### config.mk
export PLATFORM = sky130hd
export DESIGN_NAME = fstm_ram
export DESIGN_NICKNAME = d
export VERILOG_FILES = /design/src/hw/rtl/fstm_ram.sv
export SDC_FILE = /design/constraint.sdc
export NUM_CORES = 2
export LEC_CHECK = 0
export CORE_ASPECT_RATIO = 1.2
export CORE_MARGIN = 2
export CORE_UTILIZATION = 57
export DETAILED_ROUTE_END_ITERATION = 10
export DONT_BUFFER_PORTS = 1
export PLACE_DENSITY = 0.86
export SETUP_SLACK_MARGIN = 0.4
export SYNTH_ARGS = -nofsm -noshare
export SYNTH_HDL_FRONTEND = slang
export SYNTH_SLANG_ARGS = --single-unit
### constraint.sdc
create_clock -name clk -period 2.5 [get_ports clk]
set_clock_uncertainty 0.05 [all_clocks]
set_input_delay 0.375 -clock clk [delete_from_list [all_inputs] [get_ports clk]]
set_output_delay 0.375 -clock clk [all_outputs]
set_load 0.01 [all_outputs]
### src/hw/rtl/fstm_ram.sv
// ----------------------------------------------------------------------------
// fstm_ram
// Generic simple dual-port RAM, one write port, one registered read port.
// ----------------------------------------------------------------------------
module fstm_ram #(
	parameter int WIDTH = 8,
	parameter int DEPTH = 256,
	parameter int AW    = $clog2(DEPTH)
) (
	input  logic             clk,
	input  logic             we,
	input  logic [AW-1:0]    waddr,
	input  logic [WIDTH-1:0] wdata,
	input  logic             re,
	input  logic [AW-1:0]    raddr,
	output logic [WIDTH-1:0] rdata
);

	logic [WIDTH-1:0] mem [DEPTH];

	always_ff @(posedge clk) begin
		if (we) begin
			mem[waddr] <= wdata;
		end
		if (re) begin
			rdata <= mem[raddr];
		end
	end

endmodule

==> impl_metrics.tcl <==
set metrics [dict create \
    die_x_um 345.2 \
    dpl.cell_count 5682 \
    wl_met3_um 29280 \
    setup_tns_ns -15.16 \
    gp_congestion 0.8953 \
    drv_cap 0 \
    io_buffers 0 \
    grt_pass1_vias 43670 \
    hold_class "in2reg" \
    postCtsSetupBuffers 0 \
    tightest_slew_ns 3.562 \
    antenna_found_initial 8 \
    clkSinkCount 2056 \
    ys_types 54 \
    synth-seq-cells 2056 \
    wl_per_cell_um 36.59 \
    final_hold_viol_count 1208 \
    die_area_sq_mm 0.1427 \
    drc 0 \
    start_util 0.5726 \
    cts_root_buffer "clkbuf_16" \
    arrival_ns 5.06 \
    finalPower_uw 68170 \
    final_common_cell "edfxtp_1" \
    wl_met1_um 65480 \
    synth_area_sq_mm 0.07964 \
    viasPerCell 7.128 \
    postRouteAntennaNets 0 \
    critPathMaxFanout 578 \
    postRouteWirelength_um 220100 \
    hpwl_um 109600 \
    synthCells 3733 \
    synthToLayoutAreaGrowth_pct 13.72 \
    final-max-slew-violation-count 351 \
    gr-total-overflow 0 \
    synth-edff-count 2056 \
    mostFrequentLayoutCells "edfxtp_1, mux4_2, buf_4, clkbuf_16, nor2_1" \
    grt_max_degree 579 \
    hold_path_depth 0 \
    setup_viol 8 \
    cts_tree "built" \
    fmax_mhz 219.4 \
    violations "hold timing, slew limit, setup timing" \
    syn-num-nets 3760 \
    clockBufferDepth 3 \
    worstSetupPathType "in2reg" \
    peakVddDrop_uv 827.4 \
    met2_wirelength_um 107000 \
    fin_ws_ns -2.059 \
    grtUsageTotal 0.3016 \
    die_h_um 413.5 \
    path_clk_slew_ns 0.07 \
    final_cells 6014 \
    r2r_cells 5 \
    vias 42870 \
    rsz0062_at_grt "yes" \
    ys_warn_count 0 \
    coreArea_sq_mm 0.1391 \
    fill_cells 7950 \
    fin_hold_ws_ns -0.3942 \
    top_layer_used "met5" \
    layout-drive-gt1-share 0.3017 \
    cp-end-kind "flip-flop" \
    htreeDepth 4 \
    seq_area_frac_synth 0.7753 \
    syn_area_per_cell_sq_um 21.33 \
    row_count 150 \
    relSlewSlack -1.375 \
    async_reset_ff_frac 0 \
    io_pins 35 \
    period_share 1.823 \
    utilization 0.6512 \
    drt_iter0_drc 7332 \
    grt_pass1_wl_um 307500 \
    p_leak_uw 0.02808 \
    first_pass_iters 9 \
    synthFlopType "edfxtp_1" \
    required_ns 3.00 \
    powerDensity_mw_per_mm2 752.8 \
    clk_latency_ns 0.86 \
    cts_made_buffers 179 \
    nets 4079 \
    status "finished with violations" \
    start_kind "input port" \
    fin_crit_ns 4.559 \
]
[where the power goes]
| group | switching, uW | internal [uW] |
|---|---|---|
| logic | 1410 | 1390 |
| registers | 76.4 | 38000 |
| clock network | 12600 | 14700 |
| total | 14100 | 54100 |
[worst max-delay path: stages]
cell	delay (ns)
mux4_2	1.73
mux4_2	0.59
nor2b_2	0.22
nor4_4	0.26
buf_4	0.19
nor4_2	0.04
[Yosys cell counts, types with 3 or more instances]
cell,instances,area share
edfxtp_1,2056,0.78
mux4_2,454,0.13
nor2_1,282,0.013
mux2i_1,134,0.017
a22oi_1,133,0.013
clkbuf_1,111,0.0052
a21oi_1,96,0.0060
o221ai_1,46,0.0051
nand3_1,34,0.0021
nand2_1,33,0.0016
buf_2,31,0.0019
nor2b_1,31,0.0024
o22ai_1,28,0.0022
buf_4,27,0.0025
nor4_1,24,0.0019
buf_1,22,0.0010
nor3_1,22,0.0014
buf_6,21,0.0030
a211oi_1,16,0.0015
a221oi_1,13,0.0014
buf_8,13,0.0025
nand4_1,10,0.00079
o211ai_1,10,0.00094
o21ai_0,10,0.00063
a22o_1,8,0.00088
buf_12,8,0.0020
nand2b_1,8,0.00063
and2_1,6,0.00047
o22a_1,5,0.00055
o32ai_1,4,0.00044
or2_2,4,0.00031
nor4_2,3,0.00047
[worst paths after layout]
path | startpoint | endpoint | slack (ns)
setup reg to reg | mem[194][4]$_DFFE_PP_ | rdata[4]$_DFFE_PP_ | -0.09
hold / removal | wdata[3] | mem[122][3]$_DFFE_PP_ | -0.39
hold reg to reg | mem[183][1]$_DFFE_PP_ | rdata[1]$_DFFE_PP_ | 1.23
setup / recovery | raddr[0] | rdata[4]$_DFFE_PP_ | -2.06
[flip-flops by register name, summed over array words and instances, names as in the netlist]
name and cells:
rdata 8, mem 2048
[routing by layer]
metal	GRT usage	up-vias
li1	-	16300
met1	0.3617	21320
met2	0.4961	4160
met3	0.07615	1080
met4	0.1880	4
met5	0	-
[area by class of cell]
class / instances / area [sq um] / share of cell area
inverters: 2 / 7.507 / 0.00008290
diodes: 1 / 2.502 / 0.00002763
well taps: 1824 / 2282 / 0.02520
clock inverters: 100 / 873.3 / 0.009644
flip-flops and latches: 2056 / 61740 / 0.6818
repair buffers: 371 / 2989 / 0.03301
clock buffers: 218 / 4690 / 0.05178
multi-input cells: 1442 / 17980 / 0.1985
[timing repair]
action / 4_1_cts / 5_1_grt
hold endpoints to repair: 2116 / 1907
setup endpoints to repair: 8 / 8
pin swaps: 27 / 26
resized for setup: 91 / 29
hold buffers: 11 / 2
[stage by stage]
stage	setup WS (ns)	cell area, sq um
2_1_floorplan	0.1176	80630
3_3_place_gp	-0.6613	84110
3_5_place_dp	-0.7652	84110
4_1_cts	-0.004236	90330
5_1_grt	-0.01970	90560
6_report	-2.059	90560
[cells by family (layout without fill, tap and decap cells)]
| group | count (synthesis) | in the layout | synth area share |
|---|---|---|---|
| buffers and inverters | 235 | 691 | 0.01829 |
| AND/OR/NAND/NOR | 466 | 466 | 0.02625 |
| AO/OA/AOI/OAI | 385 | 385 | 0.03416 |
| flip-flops | 2056 | 2056 | 0.7753 |
| multiplexers | 591 | 591 | 0.1460 |
| other | 0 | 1 | 0 |
Power figures use the tool's default switching activity.
