`config.mk`:
```
export PLATFORM = sky130hd
export DESIGN_NAME = fstm_span
export DESIGN_NICKNAME = d
export VERILOG_FILES = /design/src/hw/rtl/fstm_pkg.sv /design/src/hw/rtl/fstm_span.sv
export SDC_FILE = /design/constraint.sdc
export NUM_CORES = 1
export LEC_CHECK = 0
export BUFFER_PORTS_ARGS = -buffer_cell sky130_fd_sc_hd__clkbuf_2
export CAP_MARGIN = 10
export CORE_MARGIN = 2
export CORE_UTILIZATION = 55
export CTS_CLUSTER_DIAMETER = 80
export DETAILED_ROUTE_END_ITERATION = 10
export PLACE_DENSITY = 0.91
export SLEW_MARGIN = 30
export SYNTH_ARGS = -nofsm -noshare
export SYNTH_HDL_FRONTEND = slang
export SYNTH_SLANG_ARGS = --single-unit
```
`constraint.sdc`:
```
create_clock -name clk -period 4.9 [get_ports clk]
set_clock_uncertainty 0.15 [all_clocks]
set_input_delay 0.49 -clock clk [delete_from_list [all_inputs] [get_ports clk]]
set_output_delay 0.49 -clock clk [all_outputs]
set_load 0.005 [all_outputs]
```
`src/hw/rtl/fstm_pkg.sv`:
```
// ----------------------------------------------------------------------------
// fstm_pkg
// Shared types and constants for the flat span texture mapper.
// ----------------------------------------------------------------------------
package fstm_pkg;

	// Function codes carried in the input tuser field.
	localparam logic [1:0] FUNC_TEXEL = 2'd0;
	localparam logic [1:0] FUNC_SHADE = 2'd1;
	localparam logic [1:0] FUNC_START = 2'd2;
	localparam logic [1:0] FUNC_DRAW  = 2'd3;

	// Configuration register indexes.
	localparam logic CFG_WINDOW_X = 1'b0;
	localparam logic CFG_WINDOW_Y = 1'b1;

	localparam int SCREEN_WIDTH_DEF = 320;

	localparam int TEX_DEPTH   = 4096;
	localparam int TEX_AW      = 12;
	localparam int SHADE_DEPTH = 256;
	localparam int SHADE_AW    = 8;
	localparam int COLOR_W     = 8;
	localparam int POS_W       = 32;
	localparam int COL_W       = 9;
	localparam int ROW_W       = 8;
	localparam int OFF_W       = 17;

	// Texel coordinate taken from the integer part of a 16.16 position.
	localparam int FRAC_W  = 16;
	localparam int COORD_W = 6;

	localparam int IN_DATA_W  = 176;
	localparam int OUT_DATA_W = 32;

	// Per-pixel control handed from the span sequencer to the pipeline.
	typedef struct packed {
		logic             draw;
		logic             last;
		logic [COL_W-1:0] col;
		logic [ROW_W-1:0] row;
	} pix_t;

endpackage

```
`src/hw/rtl/fstm_span.sv`:
```
// ----------------------------------------------------------------------------
// fstm_span
// Span sequencer: holds the texture position, steps and column counter.
// ----------------------------------------------------------------------------
module fstm_span (
	input  logic                               clk,
	input  logic                               arst_n,
	input  logic                               accept,
	input  logic [1:0]                         func,
	input  logic [fstm_pkg::POS_W-1:0]         u_start,
	input  logic [fstm_pkg::POS_W-1:0]         v_start,
	input  logic [fstm_pkg::POS_W-1:0]         u_step,
	input  logic [fstm_pkg::POS_W-1:0]         v_step,
	input  logic [fstm_pkg::COL_W-1:0]         span_first_x,
	input  logic [fstm_pkg::COL_W-1:0]         span_last_x,
	input  logic [fstm_pkg::ROW_W-1:0]         span_row,
	output logic [fstm_pkg::TEX_AW-1:0]        tex_addr,
	output fstm_pkg::pix_t                     pix
);

	import fstm_pkg::*;

	logic [POS_W-1:0] u_q, v_q, du_q, dv_q;
	logic [COL_W-1:0] col_q, end_q;
	logic [ROW_W-1:0] row_q;
	logic             active_q;
	logic             is_last;
	logic             draw;

	assign is_last = col_q >= end_q;
	assign draw    = accept && (func == FUNC_DRAW) && active_q;

	// Texel address is v[21:16] * 64 + u[21:16] of the current position.
	assign tex_addr = {v_q[FRAC_W +: COORD_W], u_q[FRAC_W +: COORD_W]};

	assign pix.draw = draw;
	assign pix.last = is_last;
	assign pix.col  = col_q;
	assign pix.row  = row_q;

	always_ff @(posedge clk or negedge arst_n) begin
		if (!arst_n) begin
			u_q      <= '0;
			v_q      <= '0;
			du_q     <= '0;
			dv_q     <= '0;
			col_q    <= '0;
			end_q    <= '0;
			row_q    <= '0;
			active_q <= 1'b0;
		end else if (accept && (func == FUNC_START)) begin
			u_q      <= u_start;
			v_q      <= v_start;
			du_q     <= u_step;
			dv_q     <= v_step;
			col_q    <= span_first_x;
			end_q    <= span_last_x;
			row_q    <= span_row;
			active_q <= span_last_x >= span_first_x;
		end else if (draw) begin
			u_q <= u_q + du_q;
			v_q <= v_q + dv_q;
			if (is_last) begin
				active_q <= 1'b0;
			end else begin
				col_q <= col_q + 1'b1;
			end
		end
	end

endmodule

```
==> results.py, run 1 <==
metrics = {
    "floorplan": {
        "core_um2": 12700,
        "die-area_um2": 14100,
        "ioPinCount": 190,
        "die_w_um": 119,
        "die_y_um": 119,
        "std_cell_rows": 41,
        "initial_core_util": 0.568,
    },
    "clock_tree": {
        "clock_path_buffers": 2,
        "clockRootBuffer": "clkbuf_16",
        "clock_sinks": 115,
        "cts-hold-fix-buffers": 1,
        "clk_latency_ns": 0.42,
        "htree_levels": 4,
        "tritoncts": "done",
        "cts_inserted_buffers": 17,
        "postCtsSetupRepairBufs": 0,
        "clk_pin_slew_worst_paths_ns": 0.05,
        "post_cts_resized": 0,
    },
    "pwr": {
        "ir_drop_mv": 0.352,
        "leakagePower_nw": 4.47,
        "powerDensity_nw_per_um2": 506,
    },
    "timing": {
        "maxSlewHeadroom": 0.381,
        "fin_setup_tns_ns": 0,
        "min_period_ns": 3.30,
        "hold_viol": 0,
        "min_period_over_period": 0.673,
        "worst_pin_slew_ns": 0.926,
        "slew_viol_final": 0,
        "rsz0062_at_grt": "false",
        "fmax_mhz": 303,
        "setup_viol": 0,
    },
    "worst_setup_path": {
        "crit_top_cell": "a21o_1",
        "worstSetupPathType": "reg2out",
        "crit_family": "compound AO/OA/AOI/OAI gates",
        "worstPathArrival_ns": 2.66,
        "crit_required_ns": 4.26,
        "worst-path-buf-inv": 2,
        "slowest_delay_ns": 0.43,
        "start_kind": "flop",
        "crit_path_end_kind": "output port",
        "path_max_fanout": 5,
        "crit_slowest_cell": "dfrtp_1",
        "path_cells": "inv_1 -> ha_1 -> nand2b_1 -> a21o_1 -> a21o_1 -> a21o_1 -> a21o_1 -> and2_2 -> o21ai_0 -> a21oi_1 -> clkbuf_2",
    },
    "routing": {
        "vias": 6468,
        "firstDrtPassIters": 5,
        "wl_per_cell_um": 15.3,
        "drt_drc_violations_left": 0,
        "vias_per_cell": 5.57,
        "routed_wirelength_um": 17800,
        "drt_iter0_drc": 498,
        "ant_nets": 0,
    },
    "global_route": {
        "grt_pass1_vias": 6373,
        "overflow": 0,
        "grtUsageTotal": 0.263,
        "antenna_found_initial": 1,
        "grt_first_pass_wirelength_um": 29900,
        "grt_max_degree": 77,
    },
    "layout": {
        "layout.nets": 1199,
        "fillers": 1074,
        "drive_above_1_share": 0.199,
        "utilization": 0.677,
        "multi_input_area_um2": 4000,
        "area_delta_synth_final_pct": 19.2,
        "final-seq-area_um2": 2880,
    },
    "logic_synthesis": {
        "synth_most_common_cell": "nand2_1",
        "ys.warnings.count": 0,
        "synth_common_cells": "224 x nand2_1, 115 x dfrtp_1, 64 x a21oi_1, 61 x ha_1, 41 x o21ai_0",
        "syn_area_per_cell_um2": 8.51,
        "syn_area_um2": 7230,
        "synthTopCellsByArea": "dfrtp_1 40%, nand2_1 12%, ha_1 11%",
        "synth_top_area_cell": "dfrtp_1",
        "synth_edf_count": 0,
        "postSynth.asyncResetShare": 1.00,
        "ys_seq_area_frac": 0.398,
        "synthCells": 849,
        "synth-main-ff-cell": "dfrtp_1",
        "synth_top_area_frac": 0.398,
        "netlist-cell-type-count": 60,
        "syn_nets": 1071,
        "synth-seq-cells": 115,
    },
    "outcome": {
        "outcome": "finished, final reports clean",
    },
    "placement": {
        "gp_congestion": 0.898,
        "io_buffers": 149,
        "hpwl_um": 12600,
    },
    "worst_hold_path": {
        "min_path_type": "in2reg",
    },
    "run": {
        "maxCapViolations": 0,
    },
}
[sequential cells by signal, indices dropped and copies added, names as in the netlist]
register / flops
du_q: 22
u_q: 22
active_q: 1
col_q: 9
end_q: 9
row_q: 8
v_q: 22
dv_q: 22
[power breakdown]
group / switching [mW] / internal [mW]
clock: 0.420 / 0.733
sequential: 0.179 / 1.19
combinational: 0.999 / 0.843
[metal layers]
layer | share of wire | vias to the layer above | wire length [um] | GRT usage
li1 | - | 3179 | - | -
met1 | 0.43 | 3036 | 7600 | 0.331
met2 | 0.50 | 220 | 8880 | 0.440
met3 | 0.053 | 33 | 943 | 0.0637
met4 | 0.020 | 0 | 364 | 0.0930
met5 | 0 | - | 0 | 0
[worst min-delay path, stage by stage]
cell and delay, ns:
clkbuf_2 0.07, nand2_1 0.04, nand2_1 0.05
[through the flow]
stage          hold slack, ns  std cells  worst slack [ns]  power [mW]  cell area (um^2)
2_1_floorplan          0.0444        849              2.13        2.77              7230
3_3_place_gp            0.307       1128              1.93        3.09              8020
3_5_place_dp            0.311       1129              1.88        3.18              8050
4_1_cts                0.0970       1161              1.59        4.36              8610
5_1_grt                 0.105       1162              1.50        4.67              8610
6_report                0.109       1162              1.60        4.36              8610
[cell type report]
class	instances	share of cell area
multi-input combinational	654	0.464
sequential	115	0.334
timing repair buffer	158	0.0988
clock buffer	27	0.0619
tap	172	0.0250
inverter	31	0.0135
clock inverter	4	0.00232
antenna	1	0.000291
[path summary, 6_finish.rpt]
kind                       slack, ns                   end                 start  cells after the start
hold / removal                  0.11  dv_q[18]$_DFFE_PN0P_            v_step[18]                      3
max in group asynchronous       3.29  du_q[15]$_DFFE_PN0P_                arst_n                      3
min in group asynchronous       0.41  col_q[0]$_DFFE_PN0P_                arst_n                      2
setup / recovery                1.60               pix[17]  col_q[0]$_DFFE_PN0P_                     11
hold reg to reg                 0.32  row_q[2]$_DFFE_PN0P_  row_q[2]$_DFFE_PN0P_                      2
setup reg to reg                1.85   v_q[20]$_DFFE_PN0P_    v_q[0]$_DFFE_PN0P_                     12
[kinds of logic (layout without fill, tap and decap cells)]
kind of cell	Yosys count	count (layout)	share of synthesized area
and+or+nand+nor	329	329	0.197
DFF	115	115	0.398
other	0	1	0
xor gates and xnor gates	38	38	0.0461
adders and majority gates	63	63	0.111
buffers and inverters	80	220	0.0499
muxes	5	5	0.00693
AOI/OAI and AO/OA	219	219	0.191
[cell usage in the layout, fill, tap and decap left out, drive strengths merged, types with 3 or more instances in the layout]
cell / synthesis / layout
mux2i: 5 / 5
nand3b: 3 / 3
a21o: 26 / 26
nor2b: 5 / 5
o21bai: 3 / 3
a21boi: 3 / 3
and3b: 3 / 3
nand2: 224 / 224
nor3: 6 / 6
nor2: 37 / 37
nor3b: 6 / 6
o22ai: 21 / 21
inv: 31 / 31
ha: 61 / 61
nand3: 12 / 12
and2: 5 / 5
xor2: 10 / 10
nand2b: 8 / 8
a211o: 3 / 3
buf: 27 / 9
o21a: 8 / 8
xnor2: 28 / 28
clkbuf: 22 / 175
and3: 11 / 11
a221o: 4 / 4
a21oi: 65 / 65
clkinv: 0 / 4
o21ai: 47 / 47
dfrtp: 115 / 115
nand4: 3 / 3
a211oi: 5 / 5
o211ai: 5 / 5
a31oi: 14 / 14
No activity file was read; power rests on OpenSTA's default activity.
==> run 2, diff against run 1 <==
--- a/config.mk
+++ b/config.mk
@@ -8,10 +8,10 @@
 export BUFFER_PORTS_ARGS = -buffer_cell sky130_fd_sc_hd__clkbuf_2
 export CAP_MARGIN = 10
 export CORE_MARGIN = 2
-export CORE_UTILIZATION = 55
+export CORE_UTILIZATION = 54
 export CTS_CLUSTER_DIAMETER = 80
 export DETAILED_ROUTE_END_ITERATION = 10
-export PLACE_DENSITY = 0.91
+export PLACE_DENSITY = 0.89
 export SLEW_MARGIN = 30
 export SYNTH_ARGS = -nofsm -noshare
 export SYNTH_HDL_FRONTEND = slang
==> constraint.sdc (replaced) <==
create_clock -name clk -period 3.3 [get_ports clk]
set_clock_uncertainty 0.15 [all_clocks]
set_input_delay 0.33 -clock clk [delete_from_list [all_inputs] [get_ports clk]]
set_output_delay 0.33 -clock clk [all_outputs]
set_load 0.005 [all_outputs]
==> run 2 against run 1 <==
Against the previous run:
- die area grew 1.8%
- total power grew 50%
- critical path type unchanged
- hold slack lost 0.091 ns
- combinational power grew 52%
==> results.py, run 2 (synthesis results as in run 1) <==
metrics = {
    "global_route": {
        "grt_pass1_vias": 6628,
        "antenna_found_initial": 0,
        "grt_max_degree": 115,
        "grtUsageTotal": 0.272,
        "overflow": 0,
        "grt_first_pass_wirelength_um": 31100,
    },
    "layout": {
        "layout_common_cells": "224 x nand2_1, 148 x clkbuf_2, 115 x dfrtp_1",
        "utilization": 0.702,
        "fillers": 999,
        "layout.nets": 1258,
        "area_delta_synth_final_pct": 27.6,
        "stdcell_count": 1225,
        "drive_above_1_share": 0.189,
        "design_area_um2": 9220,
        "final_common_cell": "nand2_1",
        "antenna_cells": 0,
    },
    "routing": {
        "firstDrtPassIters": 6,
        "drt_iter0_drc": 416,
        "ant_nets": 0,
        "wl_per_cell_um": 15.4,
        "drt_drc_violations_left": 0,
        "vias": 6790,
        "vias_per_cell": 5.54,
        "routed_wirelength_um": 18900,
    },
    "placement": {
        "hpwl_um": 12200,
        "dp_cells": 1134,
        "io_buffers": 149,
        "place_area_um2": 8070,
        "gp_congestion": 0.881,
    },
    "floorplan": {
        "initial_core_util": 0.550,
        "ioPinCount": 190,
        "std_cell_rows": 42,
        "core_um2": 13100,
        "die-area_um2": 14300,
        "die_y_um": 120,
        "die_w_um": 120,
    },
    "clock_tree": {
        "clock_sinks": 115,
        "htree_levels": 4,
        "clk_pin_slew_worst_paths_ns": 0.05,
        "cts_inserted_buffers": 17,
        "tritoncts": "done",
        "post_cts_resized": 0,
        "clk_latency_ns": 0.41,
        "postCtsSetupRepairBufs": 0,
        "clock_path_buffers": 2,
        "cts-hold-fix-buffers": 59,
        "clockRootBuffer": "clkbuf_16",
    },
    "timing": {
        "worst_pin_slew_ns": 0.884,
        "min_period_ns": 3.07,
        "hold_viol": 0,
        "fin_setup_tns_ns": 0,
        "fmax_mhz": 326,
        "min_period_over_period": 0.930,
        "maxSlewHeadroom": 0.409,
        "rsz0062_at_grt": "false",
        "slew_viol_final": 0,
        "setup_viol": 0,
    },
    "worst_setup_path": {
        "start_kind": "flop",
        "path_max_fanout": 5,
        "worstSetupPathType": "reg2out",
        "crit_path_end_kind": "output port",
        "worstPathArrival_ns": 2.59,
        "reg2reg_slack_ns": 0.25,
        "crit_required_ns": 2.82,
    },
    "run": {
        "maxCapViolations": 0,
    },
    "outcome": {
        "outcome": "finished, final reports clean",
    },
    "pwr": {
        "powerDensity_nw_per_um2": 711,
        "leakagePower_nw": 4.72,
        "ir_drop_mv": 0.522,
    },
    "worst_hold_path": {
        "min_path_type": "in2reg",
    },
}
==> run 2: cell count changes in the layout (fill, tap and decap cells not counted), sizes merged <==
cell         before  now
dlygate4sd3       1   59
diode             1    0
clkinv            4    3
buf               9   10
clkbuf          175  177
==> run 2: path summary, 6_finish.rpt <==
path                                   endpoint  depth (start not counted)                 start
max reg2reg                 v_q[20]$_DFFE_PN0P_                         12    v_q[0]$_DFFE_PN0P_
max in group asynchronous  end_q[5]$_DFFE_PN0P_                          3                arst_n
max                                     pix[17]                         11  col_q[0]$_DFFE_PN0P_
min                        col_q[5]$_DFFE_PN0P_                          2       span_first_x[5]
min reg2reg                row_q[3]$_DFFE_PN0P_                          2  row_q[3]$_DFFE_PN0P_
min in group asynchronous  row_q[5]$_DFFE_PN0P_                          2                arst_n
==> run 2: cell type report <==
cell class              instances  area (um^2)  area share
clock buffers                  29          551      0.0597
clock inverters                 3         15.0     0.00163
inverters                      31          116      0.0126
multi-input cells             654         4000       0.434
flip-flops and latches        115         2880       0.312
well taps                     176          220      0.0239
repair buffers                217         1440       0.157
==> run 2: where the power goes <==
group	leakage (nW)	switching (mW)	internal, mW
clock network	0.283	0.618	1.12
logic	3.05	1.49	1.30
registers	1.39	0.271	1.76
total	4.72	2.38	4.18
==> run 2: worst max-delay path, stage by stage, from the launching register on <==
cell	delay, ns
dfrtp_1	0.42
inv_1	0.06
ha_1	0.27
nand2b_1	0.14
a21o_1	0.17
a21o_1	0.19
a21o_1	0.18
a21o_1	0.19
and2_2	0.19
o21ai_0	0.14
a21oi_1	0.10
clkbuf_2	0.13
==> run 2: per-stage QoR <==
stage | hold slack, ns | setup slack (ns) | power [mW]
final | 0.0182 | 0.230 | 6.55
after global routing | 0.0179 | 0.0872 | 7.02
after CTS | 0.00307 | 0.210 | 6.54
after detailed placement | -0.0247 | 0.281 | 4.71
after global placement | -0.0241 | 0.355 | 4.60
after floorplan | -0.116 | 0.532 | 4.12
==> run 2: per-layer routing <==
layer / wire, um / share of wire / global-route usage / up-vias
met4: 444 / 0.024 / 0.0860 / 0
met1: 7880 / 0.42 / 0.330 / 3236
met5: 0 / 0 / 0 / -
li1: - / - / - / 3305
met3: 970 / 0.051 / 0.0575 / 36
met2: 9570 / 0.51 / 0.483 / 213
